`config.mk`:
```
export PLATFORM = sky130hd
export DESIGN_NAME = tach_period_fan_speed_regulator_flat
export DESIGN_NICKNAME = d
export VERILOG_FILES = /design/src/sv/tpfs_pkg.sv /design/src/sv/tpfs_in_if.sv /design/src/sv/tpfs_out_if.sv /design/src/sv/tach_period_fan_speed_regulator.sv /design/src/flat_wrapper.sv
export SDC_FILE = /design/constraint.sdc
export NUM_CORES = 1
export LEC_CHECK = 0
export ABC_AREA = 1
export BUFFER_PORTS_ARGS = -buffer_cell sky130_fd_sc_hd__buf_4
export CORE_UTILIZATION = 63
export CTS_CLUSTER_DIAMETER = 50
export DETAILED_ROUTE_END_ITERATION = 12
export PLACE_DENSITY = 0.86
export REMOVE_ABC_BUFFERS = 1
export SLEW_MARGIN = 30
export SYNTH_ARGS = -nofsm -noshare
export SYNTH_HDL_FRONTEND = slang
export SYNTH_SLANG_ARGS = --single-unit
```
`constraint.sdc`:
```
create_clock -name clk_i -period 3.5 [get_ports clk_i]
set_input_delay 0.35 -clock clk_i [delete_from_list [all_inputs] [get_ports clk_i]]
set_output_delay 0.35 -clock clk_i [all_outputs]
set_load 0.1 [all_outputs]
```
`src/sv/tpfs_pkg.sv`:
```
// Shared constants and types for the tachometer period fan speed regulator.
// No dependencies; compiled before the interfaces and the top level.

package tpfs_pkg;

  localparam int CAPTURE_WIDTH_DEF = 16;
  localparam int SPEED_WIDTH_DEF   = 22;
  localparam int DUTY_WIDTH        = 16;

  localparam int SPEED_CONSTANT_RESET = 3750000;
  localparam logic [DUTY_WIDTH-1:0] DUTY_LIMIT_RESET = 16'hFFFF;

  localparam int APB_ADDR_WIDTH = 3;
  localparam int APB_DATA_WIDTH = 32;

  // Register select, taken from paddr[2]
  localparam logic REG_SPEED_CONSTANT = 1'b0;
  localparam logic REG_DUTY_LIMIT     = 1'b1;

  typedef enum logic [1:0] {
    ST_IDLE,
    ST_DIVIDE,
    ST_UPDATE
  } tpfs_state_e;

endpackage

```
`src/sv/tpfs_in_if.sv`:
```
// Input channel of the regulator: valid/ready handshake with one capture item.
// Depends on tpfs_pkg for default widths.

interface tpfs_in_if
  import tpfs_pkg::*;
#(
  parameter int CAPTURE_WIDTH = CAPTURE_WIDTH_DEF,
  parameter int SPEED_WIDTH   = SPEED_WIDTH_DEF
);
  logic                     valid;
  logic                     ready;
  logic [CAPTURE_WIDTH-1:0] capture_time;
  logic [SPEED_WIDTH-1:0]   target_speed;

  modport source (output valid, output capture_time, output target_speed, input ready);
  modport sink   (input valid, input capture_time, input target_speed, output ready);
endinterface

```
`src/sv/tpfs_out_if.sv`:
```
// Result channel of the regulator: valid/ready handshake with one result item.
// Depends on tpfs_pkg for default widths.

interface tpfs_out_if
  import tpfs_pkg::*;
#(
  parameter int CAPTURE_WIDTH = CAPTURE_WIDTH_DEF,
  parameter int SPEED_WIDTH   = SPEED_WIDTH_DEF
);
  logic                     valid;
  logic                     ready;
  logic [SPEED_WIDTH-1:0]   measured_speed;
  logic [CAPTURE_WIDTH:0]   edge_period;
  logic [DUTY_WIDTH-1:0]    duty_value;
  logic                     duty_changed;

  modport source (output valid, output measured_speed, output edge_period,
                  output duty_value, output duty_changed, input ready);
  modport sink   (input valid, input measured_speed, input edge_period,
                  input duty_value, input duty_changed, output ready);
endinterface

```
`src/sv/tach_period_fan_speed_regulator.sv`:
```
// Tachometer period fan speed regulator. Each accepted item goes through taking
// the capture and forming the period, the radix-2 restoring divider that yields
// one quotient bit per cycle, and stepping the duty and loading the result
// register. Input ready is low from acceptance until the update step is done; a
// result still waiting in the output register delays the update step until it is
// taken. Configuration over APB: speed_constant at byte address 0, duty_limit at
// byte address 4.
// Depends on tpfs_pkg, tpfs_in_if and tpfs_out_if.

module tach_period_fan_speed_regulator
  import tpfs_pkg::*;
#(
  parameter int CAPTURE_WIDTH = CAPTURE_WIDTH_DEF,
  parameter int SPEED_WIDTH   = SPEED_WIDTH_DEF
) (
  input  logic                      clk_i,
  input  logic                      rst_ni,
  tpfs_in_if.sink                   in_i,
  tpfs_out_if.source                out_o,
  input  logic                      psel,
  input  logic                      penable,
  input  logic                      pwrite,
  input  logic [APB_ADDR_WIDTH-1:0] paddr,
  input  logic [APB_DATA_WIDTH-1:0] pwdata,
  output logic [APB_DATA_WIDTH-1:0] prdata,
  output logic                      pready
);

  localparam int CW    = CAPTURE_WIDTH;
  localparam int SW    = SPEED_WIDTH;
  localparam int CNT_W = $clog2(SW);

  // Configuration
  logic [SW-1:0]         speed_const_q;
  logic [DUTY_WIDTH-1:0] duty_limit_q;
  logic                  cfg_wr;

  // Control and state
  tpfs_state_e           state_q, state_d;
  logic [CW-1:0]         last_cap_q;
  logic [DUTY_WIDTH-1:0] duty_q, duty_d;
  logic                  changed_d;

  // Divider datapath
  logic [CW:0]           period_q;
  logic [SW-1:0]         target_q;
  logic [SW-1:0]         quo_q;
  logic [CW:0]           rem_q;
  logic [CNT_W-1:0]      cnt_q;
  logic [CW+1:0]         rem_shift;
  logic [CW+1:0]         rem_diff;
  logic                  quo_bit;
  logic [CW-1:0]         cap_diff;
  logic [CW:0]           period_new;

  // Result register
  logic                  out_valid_q;
  logic [SW-1:0]         out_speed_q;
  logic [CW:0]           out_period_q;
  logic [DUTY_WIDTH-1:0] out_duty_q;
  logic                  out_changed_q;

  logic                  in_acc;
  logic                  out_free;
  logic                  load_out;

  assign pready = 1'b1;
  assign cfg_wr = psel & penable & pwrite;

  always_comb begin
    prdata = '0;
    unique case (paddr[2])
      REG_SPEED_CONSTANT: prdata[SW-1:0] = speed_const_q;
      REG_DUTY_LIMIT:     prdata[DUTY_WIDTH-1:0] = duty_limit_q;
      default:            prdata = '0;
    endcase
  end

  always_ff @(posedge clk_i or negedge rst_ni) begin
    if (!rst_ni) begin
      speed_const_q <= SW'(SPEED_CONSTANT_RESET);
      duty_limit_q  <= DUTY_LIMIT_RESET;
    end else if (cfg_wr) begin
      unique case (paddr[2])
        REG_SPEED_CONSTANT: speed_const_q <= pwdata[SW-1:0];
        REG_DUTY_LIMIT:     duty_limit_q  <= pwdata[DUTY_WIDTH-1:0];
        default:            ;
      endcase
    end
  end

  assign in_i.ready = (state_q == ST_IDLE);
  assign in_acc     = in_i.valid & in_i.ready;
  assign out_free   = ~out_valid_q | out_o.ready;

  // Equal captures mean a full timer span
  assign cap_diff   = in_i.capture_time - last_cap_q;
  assign period_new = (cap_diff == '0) ? {1'b1, {CW{1'b0}}} : {1'b0, cap_diff};

  // One restoring division step: bring down the next dividend bit
  assign rem_shift = {rem_q, quo_q[SW-1]};
  assign rem_diff  = rem_shift - {1'b0, period_q};
  assign quo_bit   = (rem_shift >= {1'b0, period_q});

  always_comb begin
    state_d  = state_q;
    load_out = 1'b0;
    unique case (state_q)
      ST_IDLE:   if (in_acc) state_d = ST_DIVIDE;
      ST_DIVIDE: if (cnt_q == '0) state_d = ST_UPDATE;
      ST_UPDATE: begin
        if (out_free) begin
          load_out = 1'b1;
          state_d  = ST_IDLE;
        end
      end
      default:   state_d = ST_IDLE;
    endcase
  end

  // Bang-bang step with saturation at zero and at the limit
  always_comb begin
    duty_d    = duty_q;
    changed_d = 1'b0;
    if (quo_q < target_q) begin
      if (duty_q < duty_limit_q) begin
        duty_d    = duty_q + 1'b1;
        changed_d = 1'b1;
      end
    end else if (quo_q > target_q) begin
      if (duty_q != '0) begin
        duty_d    = duty_q - 1'b1;
        changed_d = 1'b1;
      end
    end
  end

  always_ff @(posedge clk_i or negedge rst_ni) begin
    if (!rst_ni) begin
      state_q     <= ST_IDLE;
      last_cap_q  <= '0;
      duty_q      <= '0;
      cnt_q       <= '0;
      out_valid_q <= 1'b0;
    end else begin
      state_q <= state_d;
      if (in_acc) begin
        last_cap_q <= in_i.capture_time;
        cnt_q      <= CNT_W'(SW - 1);
      end else if (state_q == ST_DIVIDE) begin
        cnt_q <= cnt_q - 1'b1;
      end
      if (load_out) begin
        duty_q      <= duty_d;
        out_valid_q <= 1'b1;
      end else if (out_o.ready) begin
        out_valid_q <= 1'b0;
      end
    end
  end

  always_ff @(posedge clk_i) begin
    if (in_acc) begin
      period_q <= period_new;
      target_q <= in_i.target_speed;
      quo_q    <= speed_const_q;
      rem_q    <= '0;
    end else if (state_q == ST_DIVIDE) begin
      rem_q <= quo_bit ? rem_diff[CW:0] : rem_shift[CW:0];
      quo_q <= {quo_q[SW-2:0], quo_bit};
    end
    if (load_out) begin
      out_speed_q   <= quo_q;
      out_period_q  <= period_q;
      out_duty_q    <= duty_d;
      out_changed_q <= changed_d;
    end
  end

  assign out_o.valid          = out_valid_q;
  assign out_o.measured_speed = out_speed_q;
  assign out_o.edge_period    = out_period_q;
  assign out_o.duty_value     = out_duty_q;
  assign out_o.duty_changed   = out_changed_q;

  // Duty moves by at most one per update
  a_duty_step: assert property (@(posedge clk_i) disable iff (!rst_ni)
    (duty_q != $past(duty_q)) |->
      (duty_q == $past(duty_q) + 1'b1 || duty_q == $past(duty_q) - 1'b1))
    else $error("duty moved by more than one");

  // A new result only ever comes from the update step
  a_out_source: assert property (@(posedge clk_i) disable iff (!rst_ni)
    $rose(out_valid_q) |-> $past(state_q) == ST_UPDATE)
    else $error("result loaded outside the update step");

  // The divider runs exactly to its last quotient bit
  a_div_end: assert property (@(posedge clk_i) disable iff (!rst_ni)
    (state_q == ST_DIVIDE && cnt_q == '0) |=> state_q == ST_UPDATE)
    else $error("divider did not finish on its last step");

  // The period handed out is never zero
  a_period_nz: assert property (@(posedge clk_i) disable iff (!rst_ni)
    out_valid_q |-> out_period_q != '0)
    else $error("zero edge period on the result");

endmodule
```
`src/flat_wrapper.sv`:
```
// flat-port wrapper written by rule: the top's interface ports become plain ports
module tach_period_fan_speed_regulator_flat import tpfs_pkg::*;
#(
  parameter int CAPTURE_WIDTH = CAPTURE_WIDTH_DEF,
  parameter int SPEED_WIDTH   = SPEED_WIDTH_DEF
)
  (clk_i, rst_ni, psel, penable, pwrite, paddr, pwdata, prdata, pready, in_i_valid, in_i_capture_time, in_i_target_speed, in_i_ready, out_o_valid, out_o_measured_speed, out_o_edge_period, out_o_duty_value, out_o_duty_changed, out_o_ready);
  tpfs_in_if #(.CAPTURE_WIDTH(CAPTURE_WIDTH), .SPEED_WIDTH(SPEED_WIDTH)) in_i_i ();
  tpfs_out_if #(.CAPTURE_WIDTH(CAPTURE_WIDTH), .SPEED_WIDTH(SPEED_WIDTH)) out_o_i ();
  input  logic clk_i;
  input  logic rst_ni;
  input  logic psel;
  input  logic penable;
  input  logic pwrite;
  input  logic [APB_ADDR_WIDTH-1:0] paddr;
  input  logic [APB_DATA_WIDTH-1:0] pwdata;
  output logic [APB_DATA_WIDTH-1:0] prdata;
  output logic pready;
  input wire logic [$bits(in_i_i.valid)-1:0] in_i_valid;
  input wire logic [$bits(in_i_i.capture_time)-1:0] in_i_capture_time;
  input wire logic [$bits(in_i_i.target_speed)-1:0] in_i_target_speed;
  output wire logic [$bits(in_i_i.ready)-1:0] in_i_ready;
  output wire logic [$bits(out_o_i.valid)-1:0] out_o_valid;
  output wire logic [$bits(out_o_i.measured_speed)-1:0] out_o_measured_speed;
  output wire logic [$bits(out_o_i.edge_period)-1:0] out_o_edge_period;
  output wire logic [$bits(out_o_i.duty_value)-1:0] out_o_duty_value;
  output wire logic [$bits(out_o_i.duty_changed)-1:0] out_o_duty_changed;
  input wire logic [$bits(out_o_i.ready)-1:0] out_o_ready;
  assign in_i_i.valid = in_i_valid;
  assign in_i_i.capture_time = in_i_capture_time;
  assign in_i_i.target_speed = in_i_target_speed;
  assign in_i_ready = in_i_i.ready;
  assign out_o_valid = out_o_i.valid;
  assign out_o_measured_speed = out_o_i.measured_speed;
  assign out_o_edge_period = out_o_i.edge_period;
  assign out_o_duty_value = out_o_i.duty_value;
  assign out_o_duty_changed = out_o_i.duty_changed;
  assign out_o_i.ready = out_o_ready;
  tach_period_fan_speed_regulator #(.CAPTURE_WIDTH(CAPTURE_WIDTH), .SPEED_WIDTH(SPEED_WIDTH)) u_core (.clk_i(clk_i), .rst_ni(rst_ni), .in_i(in_i_i), .out_o(out_o_i), .psel(psel), .penable(penable), .pwrite(pwrite), .paddr(paddr), .pwdata(pwdata), .prdata(prdata), .pready(pready));
endmodule
```
Word level (Yosys, flattened, before mapping) --
Index checks and enable logic that the tools add are counted.
Storage, ports and cells: register bits 212, input bits 80, output and inout bits 91, logic and storage cells 69
Operators by class: add/subtract/negate cells 5, $lt $le $gt $ge 4, eq/ne operators 5, muxes and demuxes 24, bitwise gates (word level) 6, reductions and logical operators 9
Operators with widths (number):
- $mux W16 | 4
- $mux W22 | 2
- $mux W17 | 2
- $pmux W16 S2 | 1
- $gt A22 B22 Y1 | 1
- $lt A22 B22 Y1 | 1
- $ge A18 B17 Y1 | 1
- $sub A17 B17 Y17 | 1
- $add A16 B1 Y16 const B | 1
- $logic_not A16 Y1 | 1
- $lt A16 B16 Y1 | 1
- $reduce_bool A16 Y1 | 1
- $sub A16 B1 Y16 const B | 1
- $sub A16 B16 Y16 | 1
- $mux W5 | 2
- $mux W1 | 8
- $mux W2 | 3
- $mux W6 | 1
- $pmux W2 S3 | 1
- $logic_not A5 Y1 | 1
- $sub A5 B1 Y5 const B | 1
- $ne A2 B1 Y1 const B | 2
- $reduce_and A2 Y1 | 2
- $reduce_bool A2 Y1 | 2
- other kinds (8) | 11

Logic depth before layout (Yosys ltp) --
Gate-level depths: netlist (run 1).
word-level depth 5, depth in mapped cells 18, depth with buffers taken out 17

Worst setup path after synthesis (run 1) --
Ideal clock, no wire load.
kind register to register, start register u_core.state_q[0], end register u_core.period_q[0], enable pin, setup time 0.417 ns, arrival time 3.508 ns, required time 3.083 ns, path slack -0.425 ns, stages on the path, launching flop included 5, path buffers 1, clock period less this slack 3.925 ns, path through dfrtp_1 > nor2_1 > nand2_1 > inv_1 > clkbuf_1
On the way: cells in the longest elaborated chain, start to end 2
RTL lines:
- start, declared | line tach_period_fan_speed_regulator.sv:39 | tpfs_state_e state_q, state_d;
- start signal, assigned | line tach_period_fan_speed_regulator.sv:146 | state_q <= state_d;
- $logic_not A2 Y1 | line tach_period_fan_speed_regulator.sv:92 | assign in_i.ready = (state_q == ST_IDLE);
- named net in_i_ready | line flat_wrapper.sv:22 | output wire logic [$bits(in_i_i.ready)-1:0] in_i_ready;
- $and A1 B1 Y1 | line tach_period_fan_speed_regulator.sv:93 | assign in_acc = in_i.valid & in_i.ready;
- named net u_core.in_acc | line tach_period_fan_speed_regulator.sv:63 | logic in_acc;
- end signal, assigned | line tach_period_fan_speed_regulator.sv:164 | period_q <= period_new;
- end, declared | line tach_period_fan_speed_regulator.sv:45 | logic [CW:0] period_q;
The timed path passes the listed nets, and every way through them passes these cells. A chain may end at the register's enable or synchronous reset.

Final worst setup path (run 1) --
start register u_core.quo_q[21], end register u_core.rem_q[11]
On the way: cells in the longest elaborated chain, start to end 2, elaborated cells between the ends (all ways) 3, those cells by class 1 x add/sub; 1 x order compare; 1 x mux
RTL lines:
- start, declared | line tach_period_fan_speed_regulator.sv:47 | logic [SW-1:0] quo_q;
- start signal, assigned | line tach_period_fan_speed_regulator.sv:166 | quo_q <= speed_const_q;
- start signal, assigned | line tach_period_fan_speed_regulator.sv:170 | quo_q <= {quo_q[SW-2:0], quo_bit};
- $sub A17 B17 Y17 / $ge A18 B17 Y1 (equally long branches) | line tach_period_fan_speed_regulator.sv:102, tach_period_fan_speed_regulator.sv:103
- $mux W17 * | line tach_period_fan_speed_regulator.sv:169 | rem_q <= quo_bit ? rem_diff[CW:0] : rem_shift[CW:0];
- end signal, assigned | line tach_period_fan_speed_regulator.sv:169
- end, declared | line tach_period_fan_speed_regulator.sv:48 | logic [CW:0] rem_q;
Mark *: on every way between the ends. The rest lies on a longest branch, timed or not.

==> impl_results.md, run 1 <==
- Area added between synthesis and finish: 16.2%
- Synth top area share: 0.285
- Dominant cell type by area after synthesis: edfxtp_1
- Layout cell share with drive strength beyond 1: 0.155
- Dpl hpwl: 21.0 mm
- IO Pins: 171
- Most used cell, CP: nand2_1
- Final #Nets: 1814
- Routed vias/inst: 5.38
- Power Total: 0.0115 W
- Kind of critical path: register to register
- CP max stage cell: edfxtp_1
- Root Buffer: clkbuf_16
- H-tree depth: 1
- Peak supply drop: 526 uV
- Cells after Synth: 1521
- DRT Wirelength: 29.9 mm
- Max-slew headroom: 0.464
- Setup Buffers After CTS: 0
- Clock slew at reported path FFs: 60 ps
- CP Cell Sequence: inv_1 -> ha_1 -> inv_1 -> fa_1 -> nand3_1 -> nand2_1 -> nand2_1 -> nand2_2 -> nand3_1 -> nand2_1 -> nand2_2 -> nand2_2 -> or2_2 -> nand3_1 -> nand2_1
- # fillers: 1379
- Syn avg cell area: 8.10 um2
- Synth area leaders: edfxtp_1 29%, nand2_1 14%, dfrtp_1 11%
- Gr ovfl total: 0
- Commonest non-fill, non-tap cell in the layout: nand2_1
- Vert. Die Dim: 142 um
- Tcrit/Tclk final: 0.812
- Synth warn: 0
- Die X: 142 um
- Worst Hold Class: input pin to register
- Core Util, Final: 0.755
- Antenna diode count: 0
- Max Clock Freq: 352 MHz
- Worst EP arrival: 3240 ps
- Final worst path period need: 2840 ps
- Die ar.: 20100 um2
- Global-route wire length before repair: 48.3 mm
- Clock skew: 19.2 ps
- Setup TNS: 0 ps
- Total of max-cap violations: 0
- CP Max Fanout: 33
- Delay of the slowest cell on the worst path: 480 ps
- Core ar.: 19000 um2
- CTS tree: built
- Setup Viol. Count Final: 0
- Vias: 10400
- Tot GR Track Use: 0.304
- Leakage: 7.22 nW
- Sequential-to-total area share from yosys stat: 0.474
- Dpl ws: 689 ps
- Worst EP required: 3900 ps
- RSZ-0062 raised after global routing: false
- Row count: 50
- Clock latency on the worst-skew pair: 520 ps
- TritonCTS Buffers: 24
- RD Place Congestion: 0.937
- DR WL/cell: 15.4 um
- Endpoints failing hold: 0
- Initial DRC Count: 835
- Worst slew pin tran: 804 ps
- Initial Util: 0.650
- Worst Reg-to-Reg Cells: 15
- Clk buf depth: 3
- PD cells: 806 nW/um2
- Synth Flop Type: edfxtp_1
- Status: completed
- FFs w/ async S/R, synth: 0.368
- CP Launch Type: register
- Final WS setup: 657 ps
- Cts repair resizes: 0
- Vias in the first global route: 9989
- Largest net degree at the start of global routing: 70
- Post-Syn Area: 12300 um2
- Initial antenna violation count: 0
- Max Slew Vio Count: 0
- Critical Path Sink Type: register
- Residual DRC: 0
- Post-route ant nets: 0
- Seq cells post-synth: 212
- Number of flops mapped to enable cells by yosys: 117
- Pre-antenna DRT Iters: 6
- Most frequent cells in the layout: 474 x nand2_1, 210 x inv_1, 156 x buf_4
- Unique masters post-synth: 44
- CTS Sinks: 212
- Hold depth: 1
- Number of I/O port buffers: 147
[critical path, delay by kind of cell (launching register included)]
family        cells  cell delay [ps]
fa+ha+maj         2              570
simple gates     11             1520
flops             1              480
buf+inv           2              160
[sequential cells by signal (all words and copies together) (netlist names), 5 cells and up]
signal / flops
u_core.duty_q: 16
u_core.period_q: 17
u_core.speed_const_q: 22
u_core.cnt_q: 5
u_core.last_cap_q: 16
u_core.quo_q: 22
u_core.out_o.measured_speed: 22
u_core.rem_q: 17
u_core.out_o.edge_period: 17
u_core.out_o.duty_value: 16
u_core.duty_limit_q: 16
u_core.target_q: 22
[path summary, 6_finish.rpt]
path | slack, ps | endpoint | from
min in group asynchronous | 380 | u_core.duty_q[3]$_DFFE_PN0P_ | rst_ni
worst min-delay path | 20 | u_core.target_q[6]$_DFFE_PP_ | in_i_target_speed[6]
worst min register to register | 450 | u_core.out_o.edge_period[10]$_DFFE_PP_ | u_core.period_q[10]$_SDFFCE_PN0P_
max in group asynchronous | 2340 | u_core.duty_limit_q[9]$_DFFE_PN1P_ | rst_ni
worst max-delay path | 660 | u_core.rem_q[11]$_SDFFE_PP0P_ | u_core.quo_q[21]$_DFFE_PP_
worst max register to register | 660 | u_core.rem_q[11]$_SDFFE_PP0P_ | u_core.quo_q[21]$_DFFE_PP_
[kinds of logic (layout without fill, tap and decap cells)]
logic type	count (synthesis)	after routing	share of synthesized area
xor gates and xnor gates	31	31	0.0220
adders and majority gates	76	76	0.0784
AOI/OAI and AO/OA	186	186	0.0796
buffers and inverters	275	421	0.0950
other	2	11	0.000609
and+or+nand+nor	739	739	0.251
DFF	212	212	0.474
[where the power goes]
| part | switching [W] | total (W) | leakage (nW) | internal, W |
|---|---|---|---|---|
| Sequential | 0.000410 | 0.00388 | 2.16 | 0.00347 |
| Combinational | 0.00352 | 0.00526 | 4.70 | 0.00173 |
| Clock | 0.000991 | 0.00239 | 0.360 | 0.00140 |
[per-layer routing]
layer	up-vias	track usage	routed length, um
li1	5108	-	-
met1	4846	0.403	12800
met2	393	0.509	14100
met3	68	0.0503	2090
met4	0	0.107	827
met5	-	0	0
[layout make-up]
cell class / count / area, um2 / share of cell area
Sequential cell: 212 / 5840 / 0.408
Clock buffer: 38 / 714 / 0.0499
Clock inverter: 6 / 38.8 / 0.00271
Tap cell: 260 / 325 / 0.0227
Timing Repair Buffer: 162 / 1240 / 0.0867
Multi-Input combinational cell: 1043 / 5350 / 0.374
Inverter: 215 / 807 / 0.0564
[per-stage QoR]
stage	hold slack (ps)	cell area, um2	std cells
floorplan	54.4	12000	1470
global placement	366	13500	1887
detailed placement	360	13500	1887
CTS	1.25	14300	1936
global route	1.09	14300	1936
finish	15.3	14300	1936
[what timing repair did]
action / in CTS / in global routing
setup endpoints to repair: 0 / 0
endpoints found under the hold margin: 31 / 0
hold buffers: 5 / 0
[synthesized netlist by cell type (2+ instances only)]
cell type	n
nor3_1	13
buf_2	8
fa_1	2
nand3_1	94
dfstp_2	26
or2_1	2
xnor2_1	10
nand4_1	9
edfxtp_1	117
o21ai_0	102
o21ai_1	14
dfxtp_1	17
nor2_1	107
conb_1	2
nand2_4	3
nor2_2	4
buf_6	2
dfrtp_1	52
nand3b_1	3
xor2_1	21
clkbuf_1	21
nand2_1	476
a21oi_2	2
o21bai_1	6
a21o_1	9
ha_1	74
a21oi_1	50
nand2_2	17
or2_2	4
buf_4	26
inv_1	211
buf_1	2
nor2_4	2
inv_2	3
Note: power is estimated with default switching activity, not from simulation.
==> run 2: changes to the inputs <==
--- a/config.mk
+++ b/config.mk
@@ -7,10 +7,10 @@
 export LEC_CHECK = 0
 export ABC_AREA = 1
 export BUFFER_PORTS_ARGS = -buffer_cell sky130_fd_sc_hd__buf_4
-export CORE_UTILIZATION = 63
+export CORE_UTILIZATION = 58
 export CTS_CLUSTER_DIAMETER = 50
 export DETAILED_ROUTE_END_ITERATION = 12
-export PLACE_DENSITY = 0.86
+export PLACE_DENSITY = 0.8
 export REMOVE_ABC_BUFFERS = 1
 export SLEW_MARGIN = 30
 export SYNTH_ARGS = -nofsm -noshare
==> constraint.sdc (replaced) <==
create_clock -name clk_i -period 2.9 [get_ports clk_i]
set_input_delay 0.29 -clock clk_i [delete_from_list [all_inputs] [get_ports clk_i]]
set_output_delay 0.29 -clock clk_i [all_outputs]
set_load 0.1 [all_outputs]
==> run 2 against run 1 <==
Compared with the run above: sequential cell count did not move; global-route usage about the same; clock skew fell by 4.0 ps; combinational power up 22%; total power increased by 24%; largest power group unchanged.
==> impl_results.md, run 2 (synthesis results as in run 1) <==
- Layout cell share with drive strength beyond 1: 0.160 (was 0.155)
- Initial Util: 0.599 (was 0.650)
- Setup Viol. Count Final: 0 (unchanged)
- Max Clock Freq: 385 MHz (was 352 MHz)
- Clock latency on the worst-skew pair: 540 ps (was 520 ps)
- Worst EP arrival: 3060 ps (was 3240 ps)
- Design area: 14900 um2 (was 14300 um2)
- Die X: 148 um (was 142 um)
- Total of max-cap violations: 0 (unchanged)
- CTS tree: built (unchanged)
- Vias in the first global route: 10400 (was 9989)
- H-tree depth: 1 (unchanged)
- TritonCTS Buffers: 26 (was 24)
- Worst EP required: 3360 ps (was 3900 ps)
- CP Launch Type: register (unchanged)
- CTS Sinks: 212 (unchanged)
- Gr ovfl total: 0 (unchanged)
- Tot GR Track Use: 0.304 (about the same)
- Routed vias/inst: 5.32 (was 5.38)
- Top Layer Used: met5 (was met4)
- RD Place Congestion: 0.955 (was 0.937)
- Root Buffer: clkbuf_16 (unchanged)
- Worst Hold Class: input pin to register (unchanged)
- Global-route wire length before repair: 52.1 mm (was 48.3 mm)
- Kind of critical path: register to register (unchanged)
- Post-route ant nets: 0 (unchanged)
- CP Max Fanout: 17 (was 33)
- Residual DRC: 0 (unchanged)
- Initial antenna violation count: 2 (was 0)
- Core ar.: 20600 um2 (was 19000 um2)
- RSZ-0062 raised after global routing: false (unchanged)
- Clock skew: 15.3 ps (was 19.2 ps)
- M1 WL: 13.9 mm (was 12.8 mm)
- IO Pins: 171 (unchanged)
- Critical Path Sink Type: register (unchanged)
- Max Slew Vio Count: 0 (unchanged)
- Area used by multi-input combinational logic: 5350 um2 (about the same)
- Pre-antenna DRT Iters: 5 (was 6)
- Status: completed (unchanged)
- Dpl hpwl: 21.7 mm (was 21.0 mm)
- Die ar.: 21800 um2 (was 20100 um2)
- Row count: 52 (was 50)
- Area added between synthesis and finish: 21.1% (was 16.2%)
- PD cells: 958 nW/um2 (was 806 nW/um2)
- Final worst path period need: 2600 ps (was 2840 ps)
- Largest net degree at the start of global routing: 73 (was 70)
- # fillers: 1565 (was 1379)
- Placed cell areas: 13600 um2 (was 13500 um2)
- Routed length on met2: 15.2 mm (was 14.1 mm)
- DR WL/cell: 16.0 um (was 15.4 um)
- DRT Wirelength: 32.2 mm (was 29.9 mm)
- Clk buf depth: 3 (unchanged)
- Max-slew headroom: 0.466 (was 0.464)
- Core Util, Final: 0.726 (was 0.755)
- Final #Nets: 1871 (was 1814)
- Commonest non-fill, non-tap cell in the layout: nand2_1 (unchanged)
- Worst slew pin tran: 800 ps (was 804 ps)
- Tightest hold margin: 8.83 ps (was 15.3 ps)
- Endpoints failing hold: 0 (unchanged)
- Number of I/O port buffers: 147 (unchanged)
- Most frequent cells in the layout: 475 x nand2_1, 210 x inv_1, 170 x buf_4 (was 474 x nand2_1, 210 x inv_1, 156 x buf_4)
- Peak supply drop: 653 uV (was 526 uV)
- Setup TNS: 0 ps (unchanged)
- Tcrit/Tclk final: 0.897 (was 0.812)
- Initial DRC Count: 1013 (was 835)
- Vias: 10700 (was 10400)
- Leakage: 7.51 nW (was 7.22 nW)
- Setup Buffers After CTS: 0 (unchanged)
- FF/Latch Area: 5840 um2 (unchanged)
- Met3 wire len: 2.30 mm (was 2.09 mm)
- Clock slew at reported path FFs: 60 ps (about the same)
- Vert. Die Dim: 148 um (was 142 um)
## run 2: cell types whose count changed in the layout (fill, tap and decap cells not counted), moves of 2 or more
cell / delta
clkbuf_16: +2
clkinv_4: +2
clkinvlp_4: -2
dlygate4sd3_1: +40
inv_6: +2
buf_4: +14
clkbuf_8: -2
## run 2: per-layer routing
layer / track usage / vias to the layer above
li1: - / 5238
met1: 0.406 / 4932
met2: 0.506 / 426
met3: 0.0491 / 64
met4: 0.101 / 2
met5: 0 / -
## run 2: what timing repair did
action | in CTS | in global routing
endpoints found under the hold margin | 97 | 0
hold buffers | 45 | 0
resized for setup | 0 | 0
## run 2: worst max-delay path: stages, from the launching register on
cell and delay, ps:
edfxtp_1 470, inv_1 100, ha_1 160, inv_1 50
fa_1 410, nand3_1 100, nand2_1 90, nand2_1 80
nand2_2 80, nand3_1 90, nand2_1 90, nand2_2 90
nand2_2 200, buf_4 280, nand2_1 70, nand2_1 50
o21ai_1 120
## run 2: layout make-up
type,instances,share of cell area
repair buffers,217,0.118
clock buffers,37,0.0491
multi-input cells,1043,0.358
inverters,215,0.0541
well taps,270,0.0226
clock inverters,11,0.00687
diodes,1,0.000168
flip-flops and latches,212,0.391
## run 2: stage by stage
step	power [W]	setup slack, ps	std cells
floorplan	0.00936	-2690	1470
global placement	0.0108	390	1912
detailed placement	0.0110	316	1912
CTS	0.0143	296	2005
global route	0.0154	56.8	2006
finish	0.0143	300	2006
## run 2: power breakdown
group / total (W) / internal (W) / switching [W]
sequential: 0.00469 / 0.00419 / 0.000497
combinational: 0.00644 / 0.00216 / 0.00428
clock: 0.00318 / 0.00186 / 0.00131
total: 0.0143 / 0.00821 / 0.00610
## run 2: path summary, 6_finish.rpt
kind | from | end | slack, ps | cells after the start
setup / recovery | u_core.quo_q[21]$_DFFE_PP_ | u_core.rem_q[7]$_SDFFE_PP0P_ | 300 | 16
max in group asynchronous | rst_ni | u_core.duty_limit_q[14]$_DFFE_PN1P_ | 1810 | 3
setup reg to reg | u_core.quo_q[21]$_DFFE_PP_ | u_core.rem_q[7]$_SDFFE_PP0P_ | 300 | 16
hold / removal | in_i_capture_time[9] | u_core.last_cap_q[9]$_DFFE_PN0P_ | 9 | 3
min in group asynchronous | rst_ni | u_core.out_o.valid$_DFFE_PN0P_ | 380 | 2
hold reg to reg | u_core.period_q[8]$_SDFFCE_PN0P_ | u_core.out_o.edge_period[8]$_DFFE_PP_ | 460 | 0
==> run 3: changes to the inputs <==
--- a/config.mk
+++ b/config.mk
@@ -5,14 +5,14 @@
 export SDC_FILE = /design/constraint.sdc
 export NUM_CORES = 1
 export LEC_CHECK = 0
-export ABC_AREA = 1
+export ABC_AREA = 0
 export BUFFER_PORTS_ARGS = -buffer_cell sky130_fd_sc_hd__buf_4
+export CORE_MARGIN = 8
 export CORE_UTILIZATION = 58
 export CTS_CLUSTER_DIAMETER = 50
 export DETAILED_ROUTE_END_ITERATION = 12
-export PLACE_DENSITY = 0.8
+export PLACE_DENSITY = 0.81
 export REMOVE_ABC_BUFFERS = 1
-export SLEW_MARGIN = 30
 export SYNTH_ARGS = -nofsm -noshare
 export SYNTH_HDL_FRONTEND = slang
 export SYNTH_SLANG_ARGS = --single-unit
==> run 3 against run 2 <==
Compared with the run above: cell count down 22%; critical path depth shrank 6; wire length fell by 8.5%; sequential share of layout area is 0.87 points higher; clock skew barely moved; hold slack improved by 8.1 ps; register-to-register slack got worse by 260 ps; global-route usage shrank 6.7 points; largest cell class unchanged; largest power group unchanged.
==> impl_results.md, run 3 <==
- FFs w/ async S/R, synth: 0.368 (unchanged)
- Final WS setup: 44.7 ps (was 300 ps)
- Die ar.: 24200 um2 (was 21800 um2)
- Root Buffer: clkbuf_16 (unchanged)
- Worst r2r src: u_core.quo_q[10]$_DFFE_PP_ (was u_core.quo_q[21]$_DFFE_PP_)
- Worst EP arrival: 3260 ps (was 3060 ps)
- Initial DRC Count: 483 (was 1013)
- IO Pins: 171 (unchanged)
- Vert. Die Dim: 156 um (was 148 um)
- Seq cells post-synth: 212 (unchanged)
- Worst R2R Setup Slack: 40 ps (was 300 ps)
- Final #Nets: 1439 (was 1871)
- Area added between synthesis and finish: 29.1% (was 21.1%)
- Synth Flop Type: edfxtp_1 (unchanged)
- Top cells by count, synth: 124 x nand2_1, 117 x edfxtp_1, 89 x inv_1 (was 476 x nand2_1, 211 x inv_1, 117 x edfxtp_1)
- Critical Path Sink Type: register (unchanged)
- Leakage: 6.31 nW (was 7.51 nW)
- Dpl hpwl: 19.3 mm (was 21.7 mm)
- Core ar.: 19300 um2 (was 20600 um2)
- Synth top area share: 0.311 (was 0.285)
- Sequential-to-total area share from yosys stat: 0.516 (was 0.474)
- Initial antenna violation count: 1 (was 2)
- Final worst path period need: 2860 ps (was 2600 ps)
- Synth area leaders: edfxtp_1 31%, dfrtp_1 12%, ha_1 8.2% (was edfxtp_1 29%, nand2_1 14%, dfrtp_1 11%)
- Clock latency on the worst-skew pair: 540 ps (about the same)
- Largest net degree at the start of global routing: 94 (was 73)
- Kind of critical path: register to register (unchanged)
- Worst Hold Class: input pin to register (unchanged)
- RD Place Congestion: 0.915 (was 0.955)
- Placed cell areas: 12900 um2 (was 13600 um2)
- Core Util, Final: 0.758 (was 0.726)
- Reg-to-reg endpoint: u_core.duty_q[7]$_DFFE_PN0P_ (was u_core.rem_q[7]$_SDFFE_PP0P_)
- DRT Wirelength: 29.4 mm (was 32.2 mm)
- Vias: 8982 (was 10700)
- Dominant cell type by area after synthesis: edfxtp_1 (unchanged)
- CTS Sinks: 212 (unchanged)
- Crit path capture: u_core.duty_q[7]$_DFFE_PN0P_ (was u_core.rem_q[7]$_SDFFE_PP0P_)
- Max Clock Freq: 350 MHz (was 385 MHz)
- Synth warn: 0 (unchanged)
- Most frequent cells in the layout: 204 x buf_4, 124 x nand2_1, 117 x edfxtp_1 (was 475 x nand2_1, 210 x inv_1, 170 x buf_4)
- Tot GR Track Use: 0.237 (was 0.304)
- Layout cell share with drive strength beyond 1: 0.287 (was 0.160)
- Clk buf depth: 3 (unchanged)
- Worst setup startpoint: u_core.quo_q[10]$_DFFE_PP_ (was u_core.quo_q[21]$_DFFE_PP_)
- Routed vias/inst: 5.72 (was 5.32)
- Clock slew at reported path FFs: 60 ps (about the same)
- Post-Syn Area: 11300 um2 (was 12300 um2)
- H-tree depth: 1 (unchanged)
- CTS tree: built (unchanged)
- Tcrit/Tclk final: 0.985 (was 0.897)
- Gr ovfl total: 0 (unchanged)
- Worst slew pin tran: 1050 ps (was 800 ps)
- Max Slew Vio Count: 0 (unchanged)
- Status: completed (unchanged)
- Worst hold start: pwdata[14] (was in_i_capture_time[9])
- Max-slew headroom: 0.298 (was 0.466)
- Post-route ant nets: 0 (unchanged)
- Total of max-cap violations: 0 (unchanged)
- Syn avg cell area: 11.0 um2 (was 8.10 um2)
- Vias in the first global route: 8858 (was 10400)
- Row count: 51 (was 52)
- Residual DRC: 0 (unchanged)
- Number of flops mapped to enable cells by yosys: 117 (unchanged)
- Global-route wire length before repair: 46.2 mm (was 52.1 mm)
- Clock skew: 14.8 ps (was 15.3 ps)
- Initial Util: 0.587 (was 0.599)
- Worst EP required: 3300 ps (was 3360 ps)
- DR WL/cell: 18.7 um (was 16.0 um)
- Power Total: 0.0145 W (was 0.0143 W)
- Pre-antenna DRT Iters: 5 (unchanged)
- TritonCTS Buffers: 27 (was 26)
- Die X: 156 um (was 148 um)
- Design area: 14600 um2 (was 14900 um2)
- Dpl ws: -94.5 ps (was 316 ps)
- Setup Viol. Count Final: 0 (unchanged)
- Count leader, synth: nand2_1 (unchanged)
- Commonest non-fill, non-tap cell in the layout: buf_4 (was nand2_1)
- Peak supply drop: 758 uV (was 653 uV)
- Worst Reg-to-Reg Cells: 10 (was 16)
- Setup TNS: 0 ps (unchanged)
- Endpoints failing hold: 0 (unchanged)
- CP Launch Type: register (unchanged)
- Unique masters post-synth: 83 (was 44)
- CP Max Fanout: 7 (was 17)
- Number of I/O port buffers: 147 (unchanged)
- PD cells: 990 nW/um2 (was 958 nW/um2)
- Cells after Synth: 1025 (was 1521)
[run 3: worst min path at each step]
stage | end | cells after the start | slack, ps
6_report | u_core.speed_const_q[14]$_DFFE_PN0P_ | 2 | 20
5_1_grt | u_core.speed_const_q[9]$_DFFE_PN0P_ | 2 | 4
4_1_cts | u_core.speed_const_q[7]$_DFFE_PN0P_ | 2 | 0.2
3_5_place_dp | u_core.out_o.edge_period[11]$_DFFE_PP_ | 0 | 440
3_3_place_gp | u_core.out_o.edge_period[15]$_DFFE_PP_ | 0 | 430
2_1_floorplan | u_core.cnt_q[0]$_DFFE_PN0P_ | 0 | -6
[run 3: kinds of logic after synthesis]
kind of cell               count (synthesis)  share of synthesized area
muxes                                     64                     0.0627
DFF                                      212                      0.516
AOI/OAI and AO/OA                        180                      0.107
xor gates and xnor gates                  55                     0.0426
buffers and inverters                    133                     0.0522
and+or+nand+nor                          303                      0.134
adders and majority gates                 76                     0.0854
other                                      2                   0.000664
[run 3: area by class of cell]
type	count	area, um2
Inverter	89	335
Multi-Input combinational cell	689	5060
Antenna cell	1	2.50
Timing Repair Buffer	264	2140
Clock buffer	31	701
Clock inverter	19	196
Sequential cell	212	5840
Tap cell	265	332
Fill cell	1248	4670
[run 3: timing repair]
item                                   CTS  global route
endpoints found under the hold margin  117             3
setup endpoints to repair               27            49
hold buffers                            55             2
setup buffers                            1             8
pin swaps                                1             9
gates resized for setup                  7            23
[run 3: report_power, final]
part / switching (W) / internal, W / total (W)
clock: 0.00136 / 0.00196 / 0.00332
combinational: 0.00380 / 0.00265 / 0.00645
sequential: 0.000486 / 0.00420 / 0.00469
total: 0.00565 / 0.00880 / 0.0145
[run 3: stage by stage]
step,cells,hold slack [ps]
after floorplan,990,-5.59
final,1570,16.9
after CTS,1559,0.249
after global routing,1570,4.46
after global placement,1453,432
after detailed placement,1453,439
[run 3: per-layer routing]
metal,vias up,GRT usage,wire length (um)
met5,-,0,0
met4,0,0.0883,1050
met3,75,0.0429,1930
met2,368,0.408,14500
met1,4329,0.294,11900
li1,4210,-,-
[run 3: worst max-delay path, stage by stage (launching register included)]
cell       delay, ps
edfxtp_1         420
ha_1             350
o21ai_0          170
a21oi_1          110
a221oi_2         250
buf_4            180
o2111ai_4        190
buf_6            220
nor4_1           420
o21ai_0          220
xnor2_1          190
